`src/hw/rtl/bbe_pkg.sv`:
```
// ============================================================================
// bbe_pkg
// Shared types and codes for the MSB-first bitstream bit extractor.
// ============================================================================
package bbe_pkg;

    // Operation codes
    localparam logic [2:0] OP_PUSH = 3'd0;
    localparam logic [2:0] OP_READ = 3'd1;
    localparam logic [2:0] OP_PEEK = 3'd2;
    localparam logic [2:0] OP_SKIP = 3'd3;
    localparam logic [2:0] OP_BYTE = 3'd4;

    // Status codes
    localparam logic [1:0] ST_OK    = 2'd0;
    localparam logic [1:0] ST_SHORT = 2'd1;
    localparam logic [1:0] ST_FULL  = 2'd2;
    localparam logic [1:0] ST_BAD   = 2'd3;

    localparam int POS_W   = 48;
    localparam int VALUE_W = 64;

    // Request word, last field in the lowest bits
    typedef struct packed {
        logic [6:0] nbits;
        logic [7:0] byte_in;
        logic [2:0] op;
    } t_req;

    // Response word, last field in the lowest bits
    typedef struct packed {
        logic [POS_W-1:0]   bit_position;
        logic [1:0]         status;
        logic [VALUE_W-1:0] value;
    } t_rsp;

endpackage

```
`src/hw/rtl/bbe_pipe_reg.sv`:
```
// ============================================================================
// bbe_pipe_reg
// One-entry valid/ready register stage; takes a new word whenever it is
// empty or its content leaves in the same cycle.
// ============================================================================
module bbe_pipe_reg #(
    parameter int DATA_W = 8
) (
    input  logic              i_clk,
    input  logic              i_rst_n,
    input  logic              i_valid,
    output logic              o_ready,
    input  logic [DATA_W-1:0] i_data,
    output logic              o_valid,
    input  logic              i_ready,
    output logic [DATA_W-1:0] o_data
);

    logic              r_valid;
    logic [DATA_W-1:0] r_data;

    assign o_ready = !r_valid || i_ready;
    assign o_valid = r_valid;
    assign o_data  = r_data;

    // Occupancy flag
    always_ff @(posedge i_clk) begin
        if (!i_rst_n) begin
            r_valid <= 1'b0;
        end else if (o_ready) begin
            r_valid <= i_valid;
        end
    end

    // Payload, no reset needed
    always_ff @(posedge i_clk) begin
        if (o_ready && i_valid) begin
            r_data <= i_data;
        end
    end

endmodule

```
`src/hw/rtl/bbe_exec.sv`:
```
// ============================================================================
// bbe_exec
// Window store, read pointer and position counter, with the combinational
// barrel extraction and state update for one request.
// ============================================================================
module bbe_exec
    import bbe_pkg::*;
#(
    parameter int WINDOW_BYTES  = 16,
    parameter int MAX_READ_BITS = 64
) (
    input  logic i_clk,
    input  logic i_rst_n,
    input  logic i_fire,
    input  t_req i_req,
    output t_rsp o_rsp
);

    localparam int WIN_W = WINDOW_BYTES * 8;
    localparam int BUF_W = $clog2(WINDOW_BYTES + 1);
    localparam int IDX_W = $clog2(WINDOW_BYTES);
    localparam int AV_W  = BUF_W + 3;
    localparam int TOT_W = $clog2(7 + MAX_READ_BITS + 1);
    localparam int DROP_W = TOT_W - 3;

    logic [7:0]       r_win [WINDOW_BYTES];
    logic [2:0]       r_rbi;
    logic [BUF_W-1:0] r_buf;
    logic [POS_W-1:0] r_pos;

    logic [2:0]         n_rbi;
    logic [BUF_W-1:0]   n_buf;
    logic [POS_W-1:0]   n_pos;

    logic [WIN_W-1:0]         win_flat;
    logic [WIN_W-1:0]         win_at_rbi;
    logic [WIN_W-1:0]         win_shift;
    logic [MAX_READ_BITS-1:0] top_bits;
    logic [MAX_READ_BITS-1:0] ext_bits;
    logic [6:0]               rsh;
    logic [AV_W-1:0]          avail;
    logic                     bad_len;
    logic                     short_bits;
    logic [6:0]               cnt;
    logic [TOT_W-1:0]         total;
    logic [DROP_W-1:0]        drop;
    logic                     do_push;
    logic                     do_adv;
    logic [VALUE_W-1:0]       value;
    logic [1:0]               status;

    // Window as one MSB-first vector, entry 0 on top
    always_comb begin
        for (int i = 0; i < WINDOW_BYTES; i++) begin
            win_flat[WIN_W-1-8*i -: 8] = r_win[i];
        end
    end

    // Barrel extraction: align to the read pointer, keep nbits right-aligned
    assign win_at_rbi = win_flat << r_rbi;
    assign top_bits   = win_at_rbi[WIN_W-1 -: MAX_READ_BITS];
    assign rsh        = 7'(MAX_READ_BITS) - i_req.nbits;
    assign ext_bits   = top_bits >> rsh;

    assign avail      = {r_buf, 3'b000} - AV_W'(r_rbi);
    assign bad_len    = (i_req.nbits == 7'd0) || (i_req.nbits > 7'(MAX_READ_BITS));
    assign short_bits = AV_W'(i_req.nbits) > avail;

    // Request decode
    always_comb begin
        value   = '0;
        status  = ST_OK;
        do_push = 1'b0;
        do_adv  = 1'b0;
        cnt     = i_req.nbits;
        unique case (i_req.op) inside
            OP_PUSH: begin
                if (r_buf >= BUF_W'(WINDOW_BYTES)) begin
                    status = ST_FULL;
                end else begin
                    do_push = 1'b1;
                end
            end
            OP_READ, OP_PEEK, OP_SKIP: begin
                if (bad_len) begin
                    status = ST_BAD;
                end else if (short_bits) begin
                    status = ST_SHORT;
                end else begin
                    if (i_req.op != OP_SKIP) begin
                        value = VALUE_W'(ext_bits);
                    end
                    do_adv = (i_req.op != OP_PEEK);
                end
            end
            OP_BYTE: begin
                cnt = 7'd8;
                if (r_rbi != 3'd0) begin
                    status = ST_BAD;
                end else if (r_buf == '0) begin
                    status = ST_SHORT;
                end else begin
                    value  = VALUE_W'(r_win[0]);
                    do_adv = 1'b1;
                end
            end
            default: begin
                status = ST_BAD;
            end
        endcase
    end

    // Advance: whole consumed bytes leave the window
    assign total     = TOT_W'(r_rbi) + TOT_W'(cnt);
    assign drop      = total[TOT_W-1:3];
    assign win_shift = win_flat << {drop, 3'b000};

    always_comb begin
        n_rbi = r_rbi;
        n_buf = r_buf;
        n_pos = r_pos;
        if (do_push) begin
            n_buf = r_buf + BUF_W'(1);
        end else if (do_adv) begin
            n_rbi = total[2:0];
            n_buf = r_buf - BUF_W'(drop);
            n_pos = r_pos + POS_W'(cnt);
        end
    end

    assign o_rsp.value        = value;
    assign o_rsp.status       = status;
    assign o_rsp.bit_position = n_pos;

    // Control state
    always_ff @(posedge i_clk) begin
        if (!i_rst_n) begin
            r_rbi <= 3'd0;
            r_buf <= '0;
            r_pos <= '0;
        end else if (i_fire) begin
            r_rbi <= n_rbi;
            r_buf <= n_buf;
            r_pos <= n_pos;
        end
    end

    // Window entries, undefined until written
    always_ff @(posedge i_clk) begin
        for (int i = 0; i < WINDOW_BYTES; i++) begin
            if (i_fire && do_push && (r_buf[IDX_W-1:0] == IDX_W'(i))) begin
                r_win[i] <= i_req.byte_in;
            end else if (i_fire && do_adv) begin
                r_win[i] <= win_shift[WIN_W-1-8*i -: 8];
            end
        end
    end

endmodule

```
`src/hw/rtl/bitstream_bit_extractor_core.sv`:
```
// ============================================================================
// bitstream_bit_extractor_core
// MSB-first bitstream reader with byte push, read, peek, skip and
// aligned byte requests.
// ============================================================================
// Usage:
//   Slave channel (i_s_*): one request word per handshake: op, byte_in, nbits.
//   Master channel (o_m_*): exactly one response word per request, in order:
//   value, status, bit_position.
//   Pushes fill a window of WINDOW_BYTES bytes; reads take 1..MAX_READ_BITS
//   bits MSB first from it. A failing request leaves all state unchanged.
//   From request handshake to response valid the path is one input
//   register, then the barrel extractor and state update feeding the
//   response register. Throughput is one word per cycle while the
//   receiver keeps up.
//   Reset (synchronous, active low) empties the window, clears the read
//   pointer and the bit position, and drops any words in flight.
//   When the receiver stalls, the response register holds; one more request
//   is taken into the input register, after which o_s_tready drops until
//   the response leaves.
// ============================================================================
module bitstream_bit_extractor_core
    import bbe_pkg::*;
#(
    parameter int WINDOW_BYTES  = 16,
    parameter int MAX_READ_BITS = 64
) (
    input  logic         i_clk,
    input  logic         i_rst_n,
    input  logic         i_s_tvalid,
    output logic         o_s_tready,
    input  logic [23:0]  i_s_tdata,   // op[2:0], byte_in[10:3], nbits[17:11]
    output logic         o_m_tvalid,
    input  logic         i_m_tready,
    output logic [119:0] o_m_tdata    // value[63:0], status[65:64], bit_position[113:66]
);

    localparam int REQ_W = $bits(t_req);
    localparam int RSP_W = $bits(t_rsp);

    logic       req_valid;
    logic       rsp_ready;
    logic       fire;
    t_req       req;
    t_rsp       rsp;
    t_rsp       rsp_q;

    // Request register
    bbe_pipe_reg #(
        .DATA_W (REQ_W)
    ) u_in_reg (
        .i_clk   (i_clk),
        .i_rst_n (i_rst_n),
        .i_valid (i_s_tvalid),
        .o_ready (o_s_tready),
        .i_data  (i_s_tdata[REQ_W-1:0]),
        .o_valid (req_valid),
        .i_ready (rsp_ready),
        .o_data  (req)
    );

    assign fire = req_valid && rsp_ready;

    // Window and extraction
    bbe_exec #(
        .WINDOW_BYTES  (WINDOW_BYTES),
        .MAX_READ_BITS (MAX_READ_BITS)
    ) u_exec (
        .i_clk   (i_clk),
        .i_rst_n (i_rst_n),
        .i_fire  (fire),
        .i_req   (req),
        .o_rsp   (rsp)
    );

    // Response register
    bbe_pipe_reg #(
        .DATA_W (RSP_W)
    ) u_out_reg (
        .i_clk   (i_clk),
        .i_rst_n (i_rst_n),
        .i_valid (req_valid),
        .o_ready (rsp_ready),
        .i_data  (rsp),
        .o_valid (o_m_tvalid),
        .i_ready (i_m_tready),
        .o_data  (rsp_q)
    );

    assign o_m_tdata = {(120 - RSP_W)'(0), rsp_q};

endmodule

```
`config.mk`:
```
export PLATFORM = sky130hd
export DESIGN_NAME = bitstream_bit_extractor_core
export DESIGN_NICKNAME = d
export VERILOG_FILES = /design/src/hw/rtl/bbe_pkg.sv /design/src/hw/rtl/bbe_pipe_reg.sv /design/src/hw/rtl/bbe_exec.sv /design/src/hw/rtl/bitstream_bit_extractor_core.sv
export SDC_FILE = /design/constraint.sdc
export NUM_CORES = 1
export LEC_CHECK = 0
export CAP_MARGIN = 20
export CORE_ASPECT_RATIO = 1.75
export CORE_MARGIN = 2
export CORE_UTILIZATION = 40
export CTS_CLUSTER_DIAMETER = 100
export DETAILED_ROUTE_END_ITERATION = 12
export DONT_BUFFER_PORTS = 1
export GPL_ROUTABILITY_DRIVEN = 0
export HOLD_SLACK_MARGIN = 0.06
export PLACE_DENSITY = 0.5
export REMOVE_ABC_BUFFERS = 1
export SYNTH_ARGS = -nofsm -noshare
export SYNTH_HDL_FRONTEND = slang
export SYNTH_SLANG_ARGS = --single-unit
```
`constraint.sdc`:
```
create_clock -name i_clk -period 10.9 [get_ports i_clk]
set_input_delay 1.635 -clock i_clk [delete_from_list [all_inputs] [get_ports i_clk]]
set_output_delay 1.635 -clock i_clk [all_outputs]
set_load 0.02 [all_outputs]
```
== Word-level counts from Yosys, hierarchy flattened ==
Memories as Yosys holds them, arrays and structs flattened.
Index checks and enable logic that the tools add are counted.

* Register bits: 190
* Memory bits (writable): 128
* Output and inout port bits: 122
* Logic and storage cells: 197
* Memories: 1

{| class="wikitable"
|+ Memory list
! memory !! words !! bits a word !! rd ports !! clocked after Yosys merged registers in !! write ports !! RTL line !! RTL
|-
| u_exec.r_win || 16 || 8 || 16 || 0 || 16 || bbe_exec.sv:26 || <nowiki>logic [7:0] r_win [WINDOW_BYTES];</nowiki>
|}

* $add $sub $neg: 6
* Order comparisons: 3
* Equality and inequality tests: 21
* Shift operators: 3
* Mux-type cells: 105
* Bitwise operators: 17
* Reduce and logical (&&, ||, !) cells: 34

{| class="wikitable"
|+ Operators with widths
! operator !! count
|-
| 2-to-1 mux 64 bit || 4
|-
| 2-to-1 mux 8 bit || 17
|-
| one-hot mux 64 bit (2 select lines) || 1
|-
| << shifter 128 x 3 -> 128 bit || 1
|-
| << shifter 128 x 7 -> 128 bit || 1
|-
| 2-to-1 mux 48 bit || 2
|-
| 2-to-1 mux 1 bit || 73
|-
| >> shifter 64 x 7 -> 64 bit || 1
|-
| adder 48 x 7 -> 48 bit || 1
|-
| == test 4 bit (second input constant) || 8
|-
| logical AND 1 bit || 20
|-
| == test 4 x 3 -> 1 bit (second input constant) || 4
|-
| bitwise OR 1 bit || 16
|-
| 2-to-1 mux 5 bit || 2
|-
| == test 4 x 2 -> 1 bit (second input constant) || 2
|-
| greater-than comparator 7 x 8 -> 1 bit || 1
|-
| subtractor 8 x 3 -> 8 bit || 1
|-
| adder 3 x 7 -> 7 bit || 1
|-
| greater-than comparator 7 bit (second input constant) || 1
|-
| logical NOT 7 bit || 1
|-
| 2-to-1 mux 7 bit || 1
|-
| subtractor 7 bit (first input constant) || 1
|-
| == test 3 x 2 -> 1 bit (second input constant) || 2
|-
| 2-to-1 mux 2 bit || 3
|-
| other kinds (20) || 24
|}

== Longest topological paths before layout ==
Gate-level depths: netlist of the first run.

* Depth in word-level cells: 10
* Depth in mapped cells: 24

== Hierarchy ==
A second synthesis of the first run with hierarchy kept.

* Cells, all modules: 2465
* Area, all modules: 25030.3 µm²

{| class="wikitable"
|+ Modules (own cells, without submodules)
! module !! instances !! cells an instance !! area an instance (µm²) !! seq. area each (µm²)
|-
| bbe_exec || 1 || 2315 || 20896.3 || 4964.8
|-
| bbe_pipe_reg (u_out_reg) || 1 || 119 || 3480.8 || 3443.3
|-
| bbe_pipe_reg (u_in_reg) || 1 || 23 || 598.1 || 560.5
|-
| bitstream_bit_extractor_core || 1 || 8 || 55.1 || 0.0
|}

== Worst setup path after synthesis of the first run ==
OpenSTA, ideal clock, no wires.

* Kind: input port to flip-flop
* Start: input i_m_tready
* End: memory u_exec.r_win[0][0], enable pin
* Arrival: 5592 ps
* Path slack: 4932 ps
* Stages on the path: 6
* Path buffers: 1
* Path through: nor2b_1 nand2b_1 inv_1 nand2_1 clkbuf_1 o22ai_1

{| class="wikitable"
|+ RTL lines
! item !! RTL line !! RTL
|-
| start, declared || bitstream_bit_extractor_core.sv:34 || <nowiki>input logic i_m_tready,</nowiki>
|-
| end, declared || bbe_exec.sv:26 ||
|}

==> summary.txt, run 1 <==
status: complete, no violations
CTS tree: yes
P per Cell Area: 125 nW/µm²
final wirelength: 97,300 µm
core region area: 63,000 µm²
Post-synth ARST share: 0%
type of origin of the critical path: flop
Tightest Hold Check Type: reg2reg
most common cell in the synthesized netlist: mux2i_1
PostCTS Resize Cnt: 0
Worst EP required: 11.29 ns
top-area cell type share of the netlist area: 30.7%
DRC: 0
largest net degree at the start of global routing: 125
Nets: 2,554
Met1 Wirelength: 33,700 µm
post-route ant nets: 0
Yosys cell types: 100
f_max: 156 MHz
max_cap viols: 0
Starting Density: 40.4%
H-tree levels: 2
maximum clock insertion buffer count: 3
port bufs: 0
area of the multi-input gates: 15,400 µm²
Min Hold Slack: 0.468 ns
synthesis-to-layout area growth: 6.50%
kind of critical path: reg2reg
Post-synth EDFFs: 260
first-pass GRT wire length: 145,000 µm
final setup margin: 4.51 ns
top_reg_cell synth: edfxtp_1
vias in the first global route: 21,900
yosys warns: 0
TritonRoute pass-1 iters: 5
Vias per Instance: 6.50
Syn Inst Count: 2,610
Sw Ratio: 32.0%
CP arrival: 6.78 ns
Setup WS pre-CTS: 4.40 ns
initial detailed-routing violation count: 1,644
Inserted Clock Buffers: 34
leak pwr: 0.00955 µW
post-synthesis sequential element count: 318
VDD IR max: 0.121 mV
All-Layer GR Usage: 29.4%
Slew Limit Fails: 0
Worst Path Max Fanout: 49
min Tclk post-route: 6.39 ns
routed wl met3: 5240 µm
clock root buffer: clkbuf_16
chip width: 195 µm
final core utilization: 43.0%
Die Ht: 338 µm
met2 WL: 49,700 µm
sequential-to-total area share from yosys stat: 35.2%
Syn Std Cell Area: 25,500 µm²
Core Rows: 122
num ports: 150
initial antenna violation count: 0
post-DP HPWL: 70,400 µm
period utilisation layout: 58.7%
Slew HR: 20.1%
Comb pwr share: 21.5%
register area: 8980 µm²
synth top area cells: edfxtp_1, mux2i_1, mux4_2
Post-CTS Setup Inserts: 0
RSZ-0062 raised after global routing: no
Worst-path clk slew: 0.07 ns
top sig layer: met4
Overflow after GRT: 0
Clock power frac: 36.8%
clock latency on the worst-skew pair: 0.59 ns
setup violators final: 0
Fin. Hold Viols: 0
commonest cells in the netlist: mux2i_1, nand2_1, edfxtp_1
worst slew pin tran: 1.20 ns
final instance area: 27,100 µm²
DR WL/cell: 29.2 µm
ant diodes: 0
die area: 65,700 µm²
Sequential Power Share: 41.7%
Post-Route Skew: 0.0267 ns
area leader, netlist: edfxtp_1
internal power: 2300 µW
CTS Hold Bufs: 0
DP Area: 25,900 µm²
Filler Cell Count: 6,125
via count: 21,600
Avg Synthesized Cell Area: 9.75 µm²
NetSw: 1080 µW
share of cells above drive strength 1: 13.4%
CP Capture Type: flop
# clock sinks: 318
[per-layer routing]
metal | GRT usage [%] | vias to the layer above
met4 | 22.9 | 0
met2 | 53.4 | 981
met1 | 30.4 | 10600
li1 | - | 9756
met5 | 0 | -
met3 | 4.68 | 328
[cell type report]
class                      count  area share [%]
inverter                      33           0.466
clock buffer                  45            3.53
tap                          806            3.72
clock inverter                17           0.711
multi-input combinational   2052            56.8
timing repair buffer          59            1.69
sequential                   318            33.1
[flip-flops by register name, indices dropped and copies added, names as in the netlist]
signal             count
u_in_reg.o_data       18
u_out_reg.o_data     114
u_exec.r_win         128
u_exec.r_buf           5
u_exec.r_pos          48
u_out_reg.o_valid      1
u_exec.r_rbi           3
u_in_reg.o_valid       1
[worst paths after layout]
kind,start,endpoint,slack [ns],cells after the start
min reg2reg,u_exec.r_rbi[2],u_exec.r_rbi[2],0.47,2
max,u_exec.r_rbi[1],u_exec.r_win[1][53],4.51,14
max reg2reg,u_exec.r_rbi[1],u_exec.r_win[1][53],4.51,14
min,u_exec.r_rbi[2],u_exec.r_rbi[2],0.47,2
[cells by family (layout without fill, tap and decap cells)]
group | count (synthesis) | in the layout | synth area share, %
buf+inv | 245 | 154 | 5.03
simple gates | 769 | 769 | 13.8
xor+xnor | 78 | 78 | 2.76
other cells | 1 | 6 | 0.0147
compound gates | 669 | 669 | 17.5
fa+ha+maj | 28 | 28 | 1.47
mux | 502 | 502 | 24.3
flops | 318 | 318 | 35.2
[placed cells by master, fill, tap and decap left out, drive strengths merged, types with 13 or more instances in the layout]
cell type	count
mux2	100
nor3	66
or3	19
a221oi	25
nand2	289
clkbuf	45
a21oi	151
and2	22
nor2b	13
nand3	55
and3	18
edfxtp	260
o211ai	27
o221ai	24
nor2	209
a21boi	13
xnor2	45
xor2	33
a22o	21
dfxtp	58
a211oi	32
o22ai	41
o2bb2ai	15
mux4	82
nand2b	16
a22oi	39
mux2i	320
buf	59
o21ai	170
inv	34
ha	25
o21a	15
nand4	17
[stage by stage]
stage | TNS [ns] | power (µW) | cells
after floorplan | -254.45 | 1930 | 2403
after global placement | 0 | 2130 | 3264
after detailed placement | 0 | 2140 | 3265
after CTS | 0 | 3390 | 3327
after global routing | 0 | 3500 | 3330
final | 0 | 3380 | 3330
[power by group through the flow]
stage | clock (µW) | sequential (µW) | combinational [µW]
floorplan | 0 | 1430 | 504
finish | 1240 | 1410 | 726
global route | 1310 | 1410 | 772
detailed placement | 0 | 1430 | 702
global placement | 0 | 1430 | 696
CTS | 1280 | 1410 | 704
[critical path: stages (launching register included)]
cell and delay (ns):
dfxtp_4 0.85, inv_1 0.50, ha_1 0.35, nor2b_1 0.15, nor2_1 0.15, xnor2_1 0.15, ha_1 0.29, nand4_1 0.15
a21oi_1 0.06, o31a_1 0.29, o221ai_2 0.63, a41oi_4 0.42, nor3_4 1.07, nand2_1 0.74, o21ai_0 0.38
(Power assumes the default switching activity.)
==> run 2, diff against run 1 <==
--- a/config.mk
+++ b/config.mk
@@ -5,6 +5,7 @@
 export SDC_FILE = /design/constraint.sdc
 export NUM_CORES = 1
 export LEC_CHECK = 0
+export ABC_AREA = 1
 export CAP_MARGIN = 20
 export CORE_ASPECT_RATIO = 1.75
 export CORE_MARGIN = 2
==> constraint.sdc (replaced) <==
create_clock -name i_clk -period 6.3 [get_ports i_clk]
set_input_delay 0.945 -clock i_clk [delete_from_list [all_inputs] [get_ports i_clk]]
set_output_delay 0.945 -clock i_clk [all_outputs]
set_load 0.02 [all_outputs]
==> run 2 against run 1 <==
- core utilization is essentially flat
- critical path depth rose by 12
- global-route usage is 0.11 points lower
==> summary.txt, run 2 <==
Syn Inst Count: 3,811 (+46%)
Fin. Hold Viols: 0 (unchanged)
Die Ht: 336 µm (-0.45%)
DRC: 0 (unchanged)
most common cell in the synthesized netlist: nand3_1
# clock sinks: 318 (unchanged)
All-Layer GR Usage: 29.3% (-0.11 points)
Met1 Wirelength: 34,500 µm (+2.4%)
DR WL/cell: 21.9 µm (-25%)
CP dominant cell by count: nand2_1
Slew Limit Fails: 0 (unchanged)
VDD IR max: 0.256 mV (+110%)
final non-filler cell total: 4,471 (+34%)
Critical-path top delay cell: clkinv_2
Inserted Clock Buffers: 35 (+2.9%)
largest net degree at the start of global routing: 135 (+8.0%)
DP Cell Count: 4,405 (+35%)
Post-Route Skew: 0.0281 ns (+0.00143 ns)
ant diodes: 0 (unchanged)
share of cells above drive strength 1: 4.71% (-8.6 points)
clock root buffer: clkbuf_16
port bufs: 0 (unchanged)
period utilisation layout: 79.1% (+20 points)
Nets: 3,701 (+45%)
RSZ-0062 raised after global routing: no
kind of critical path: reg2reg
area leader, netlist: edfxtp_1
core region area: 62,200 µm² (-1.3%)
most common cell after layout, fill and taps aside: nand3_1
Post-synth EDFFs: 260 (unchanged)
Slew HR: 30.6% (+11 points)
max_cap viols: 0 (unchanged)
post-route ant nets: 0 (unchanged)
TritonRoute pass-1 iters: 6 (+1)
first-pass GRT wire length: 148,000 µm (+2.4%)
Core Rows: 121 (-0.82%)
f_max: 201 MHz (+28%)
die area: 65,100 µm² (-0.90%)
met2 WL: 50,600 µm (+1.9%)
Tot Pwr: 6160 µW (+82%)
slowest cell delay on critical path: 0.53 ns (-0.54 ns)
num ports: 150 (unchanged)
Min Hold Slack: 0.449 ns (-0.0193 ns)
min Tclk post-route: 4.98 ns (-1.41 ns)
final wirelength: 97,800 µm (+0.57%)
via count: 26,400 (+22%)
Worst EP required: 6.78 ns (-4.51 ns)
Post-synth ARST share: 0% (unchanged)
Yosys cell types: 48 (-52%)
CTS Hold Bufs: 0 (unchanged)
Vias per Instance: 5.91 (-9.1%)
worst slew pin tran: 1.04 ns (-0.158 ns)
PostCTS Resize Cnt: 0 (unchanged)
yosys warns: 0 (unchanged)
maximum clock insertion buffer count: 3 (unchanged)
Syn Std Cell Area: 25,200 µm² (-0.91%)
setup slack, reg-to-reg: 1.32 ns (-3.19 ns)
setup violators final: 0 (unchanged)
type of origin of the critical path: flop
Starting Density: 40.5% (+0.16 points)
top-area cell type share of the netlist area: 31.0% (+0.28 points)
register bank with the most flops: u_exec.r_win
CTS tree: yes
clock latency on the worst-skew pair: 0.59 ns (about the same)
Tightest Hold Check Type: in2reg
Worst-path clk slew: 0.06 ns (about the same)
H-tree levels: 2 (unchanged)
P per Cell Area: 230 nW/µm² (+85%)
Avg Synthesized Cell Area: 6.62 µm² (-32%)
routed wl met3: 4630 µm (-12%)
vias in the first global route: 25,100 (+15%)
top_reg_cell synth: edfxtp_1
status: complete, no violations
synth top area cells: edfxtp_1, nand3_1, nand2_1
commonest cells in the netlist: nand3_1, nand2_1, edfxtp_1
post-DP HPWL: 72,100 µm (+2.5%)
leak pwr: 0.0114 µW (+19%)
Overflow after GRT: 0 (unchanged)
top sig layer: met5
chip width: 194 µm (-0.45%)
max reg flops: 128 (unchanged)
Post-CTS Setup Inserts: 0 (unchanged)
post-synthesis sequential element count: 318 (unchanged)
sequential-to-total area share from yosys stat: 35.6% (+0.33 points)
setup tns final: 0 ns (unchanged)
Worst Path Max Fanout: 36 (-27%)
most frequent cells in the layout: nand3_1, nand2_1, edfxtp_1, inv_1, o21ai_0
CP Capture Type: flop
synthesis-to-layout area growth: 6.13%
initial detailed-routing violation count: 2,236 (+36%)
CP arrival: 5.47 ns (-1.31 ns)
initial antenna violation count: 3 (+3)
## run 2: cell families after synthesis
logic type               Yosys count  synth area share (%)
AND/OR/NAND/NOR                 2553                  44.9
adder cells (fa/ha/maj)           28                  1.48
buffers and inverters            495                  8.14
XOR/XNOR                          41                  1.60
other                              1                0.0149
flip-flops                       318                  35.6
AO/OA/AOI/OAI                    375                  8.33
## run 2: per-stage QoR
step / instance area [µm²] / util, % / setup WS (ns)
after CTS: 26700 / 43.0 / 1.34
after detailed placement: 25600 / 41.1 / 1.37
after global routing: 26800 / 43.0 / 1.01
after floorplan: 24100 / - / -2.18
final: 26800 / 43.0 / 1.32
after global placement: 25600 / 41.1 / 1.39
## run 2: worst paths after layout
kind                                          from             endpoint  cells after the start
worst max-delay path            u_in_reg.o_data[1]      u_exec.r_buf[4]                     26
worst min register to register     u_exec.r_rbi[0]      u_exec.r_rbi[0]                      2
worst min-delay path                 i_s_tdata[16]  u_in_reg.o_data[16]                      0
worst max register to register  u_in_reg.o_data[1]      u_exec.r_buf[4]                     26
## run 2: metal layers
| metal | vias to the layer above | GRT usage (%) |
|---|---|---|
| met2 | 941 | 54.7 |
| met5 | - | 0 |
| met4 | 4 | 20.5 |
| met3 | 279 | 4.02 |
| met1 | 12400 | 30.1 |
| li1 | 12700 | - |
## run 2: power breakdown
group          leakage, µW  switching, µW  total (µW)  internal [µW]
sequential         0.00290            111        2480           2370
combinational      0.00791           1070        1480            410
clock             0.000584            953        2190           1240
## run 2: area by class of cell
type,instances,area [µm²]
Fill cell,6629,35500
Multi-Input combinational cell,3003,14300
Sequential cell,318,8970
Tap cell,799,1000
Clock buffer,42,933
Inverter,232,880
Timing Repair Buffer,55,458
Clock inverter,22,245
## run 2: worst max-delay path, delay by kind of cell, from the launching register on
kind / cells / cell delay, ns
buffers and inverters: 3 / 0.74
adders and majority gates: 2 / 0.66
DFF: 1 / 0.40
xor gates and xnor gates: 1 / 0.37
AOI/OAI and AO/OA: 2 / 0.39
and+or+nand+nor: 18 / 2.33
==> run 3, diff against run 2 <==
==> constraint.sdc (replaced) <==
create_clock -name i_clk -period 4.6 [get_ports i_clk]
set_input_delay 0.69 -clock i_clk [delete_from_list [all_inputs] [get_ports i_clk]]
set_output_delay 0.69 -clock i_clk [all_outputs]
set_load 0.02 [all_outputs]
==> run 3 against run 2 <==
- combinational power up 39%
- non-clock buffer count grew 10
- critical path depth fell by 8
- sequential share of layout area is 0.17 points lower
- largest power group unchanged
==> summary.txt, run 3 (synthesis gave the netlist of run 2 again) <==
Tightest Hold Check Type: in2reg
area of the multi-input gates: 14,300 µm² (unchanged)
VDD IR max: 0.365 mV (+43%)
post-route ant nets: 0 (unchanged)
P per Cell Area: 311 nW/µm² (+35%)
DP Area: 25,800 µm² (+0.84%)
register bank with the most flops: u_exec.r_win
leak pwr: 0.0115 µW (+0.55%)
kind of critical path: reg2reg
Nets: 3,711 (+0.27%)
most frequent cells in the layout: nand3_1, nand2_1, edfxtp_1, inv_1, o21ai_0
type of origin of the critical path: flop
initial antenna violation count: 0 (-3)
most common cell after layout, fill and taps aside: nand3_1
CP dominant cell by count: nand2_1
period utilisation layout: 90.1% (+11 points)
max_cap viols: 0 (unchanged)
die area: 65,100 µm² (unchanged)
slowest cell delay on critical path: 0.48 ns (-0.05 ns)
final core utilization: 43.2% (+0.22 points)
setup tns final: 0 ns (unchanged)
final wirelength: 97,100 µm (-0.75%)
Vias per Instance: 5.89 (-0.22%)
Slew HR: 31.8% (+1.2 points)
core region area: 62,200 µm² (unchanged)
Worst Path Max Fanout: 50 (+39%)
via count: 26,400 (-0.042%)
DP Cell Count: 4,417 (+0.27%)
clock latency on the worst-skew pair: 0.58 ns (about the same)
WP buf/inv: 5 (+2)
H-tree levels: 2 (unchanged)
clock root buffer: clkbuf_16
Post-CTS Setup Inserts: 0 (unchanged)
CTS Hold Bufs: 0 (unchanged)
# clock sinks: 318 (unchanged)
Critical-path top delay cell: edfxtp_1
Inserted Clock Buffers: 35 (unchanged)
RSZ-0062 raised after global routing: no
maximum clock insertion buffer count: 3 (unchanged)
Worst EP required: 4.97 ns (-1.81 ns)
worst slew pin tran: 1.02 ns (-0.0145 ns)
final non-filler cell total: 4,479 (+0.18%)
Overflow after GRT: 0 (unchanged)
register area: 8970 µm² (unchanged)
Fin. Hold Viols: 0 (unchanged)
TritonRoute pass-1 iters: 6 (unchanged)
synthesis-to-layout area growth: 6.67%
max reg flops: 128 (unchanged)
post-DP HPWL: 71,700 µm (-0.46%)
port bufs: 0 (unchanged)
CP arrival: 4.51 ns (-0.96 ns)
Slew Limit Fails: 0 (unchanged)
CTS tree: yes
Worst-path clk slew: 0.07 ns (about the same)
DRC: 0 (unchanged)
Filler Cell Count: 6,557 (-1.1%)
crit path cell chain: nand2_2, inv_2, nor2_1, ha_1, inv_1, fa_1, o21ai_0, nand2_1, xor2_4, buf_12, inv_4, buf_4, nand2_1, nand2_1, nand2_1, nand2_1, o21ai_0, o21ai_0
setup violators final: 0 (unchanged)
ant diodes: 0 (unchanged)
CP Capture Type: flop
Starting Density: 40.5% (unchanged)
delay-heaviest family, CP: buffers and inverters
All-Layer GR Usage: 29.5% (+0.15 points)
Tot Pwr: 8360 µW (+36%)
PostCTS Resize Cnt: 0 (unchanged)
first-pass GRT wire length: 149,000 µm (+0.90%)
final instance area: 26,900 µm² (+0.50%)
share of cells above drive strength 1: 4.95% (+0.23 points)
Post-Route Skew: 0.0249 ns (-0.00315 ns)
Core Rows: 121 (unchanged)
largest net degree at the start of global routing: 133 (-1.5%)
chip width: 194 µm (unchanged)
Die Ht: 336 µm (unchanged)
f_max: 241 MHz (+20%)
min Tclk post-route: 4.14 ns (-0.842 ns)
num ports: 150 (unchanged)
DR WL/cell: 21.7 µm (-0.93%)
initial detailed-routing violation count: 2,290 (+2.4%)
status: complete, no violations
vias in the first global route: 25,000 (-0.28%)
[run 3: cell types whose count changed in the layout (fill, tap and decap cells not counted), sizes merged]
cell / previous run / this run
bufinv: 4 / 3
inv: 236 / 231
clkinv: 14 / 17
clkbuf: 42 / 41
clkinvlp: 0 / 2
buf: 55 / 65
[run 3: power breakdown]
group | internal (µW) | switching, µW | leakage [µW]
sequential | 3250 | 152 | 0.00290
combinational | 586 | 1470 | 0.00800
clock | 1630 | 1280 | 0.000558
[run 3: worst paths after layout]
kind                                         start                  to  slack [ns]  cells past startpoint
worst max-delay path            u_in_reg.o_data[2]  u_exec.r_win[0][0]        0.46                     18
worst min-delay path                  i_s_tdata[3]  u_in_reg.o_data[3]        0.20                      0
worst max register to register  u_in_reg.o_data[2]  u_exec.r_win[0][0]        0.46                     18
worst min register to register     u_exec.r_pos[2]     u_exec.r_pos[2]        0.48                      2
[run 3: final cells by class]
type | instances | share of cell area [%]
tap | 799 | 3.72
multi-input combinational | 3003 | 53.1
sequential | 318 | 33.4
clock inverter | 21 | 0.758
inverter | 232 | 3.27
clock buffer | 41 | 3.46
timing repair buffer | 65 | 2.37
[run 3: stage by stage]
step	hold WS, ns	setup slack (ns)
3_3_place_gp	0.460	0.407
4_1_cts	0.165	0.457
6_report	0.201	0.458
5_1_grt	0.178	0.0246
2_1_floorplan	0.443	-3.88
3_5_place_dp	0.464	0.474
[run 3: per-layer routing]
| layer | up-vias | track usage (%) | wire length [µm] |
|---|---|---|---|
| met5 | - | 0 | 0 |
| met4 | 0 | 21.0 | 8110 |
| met3 | 277 | 3.35 | 5190 |
| met2 | 1118 | 53.6 | 49000 |
| met1 | 12200 | 31.8 | 34700 |
| li1 | 12800 | - | - |
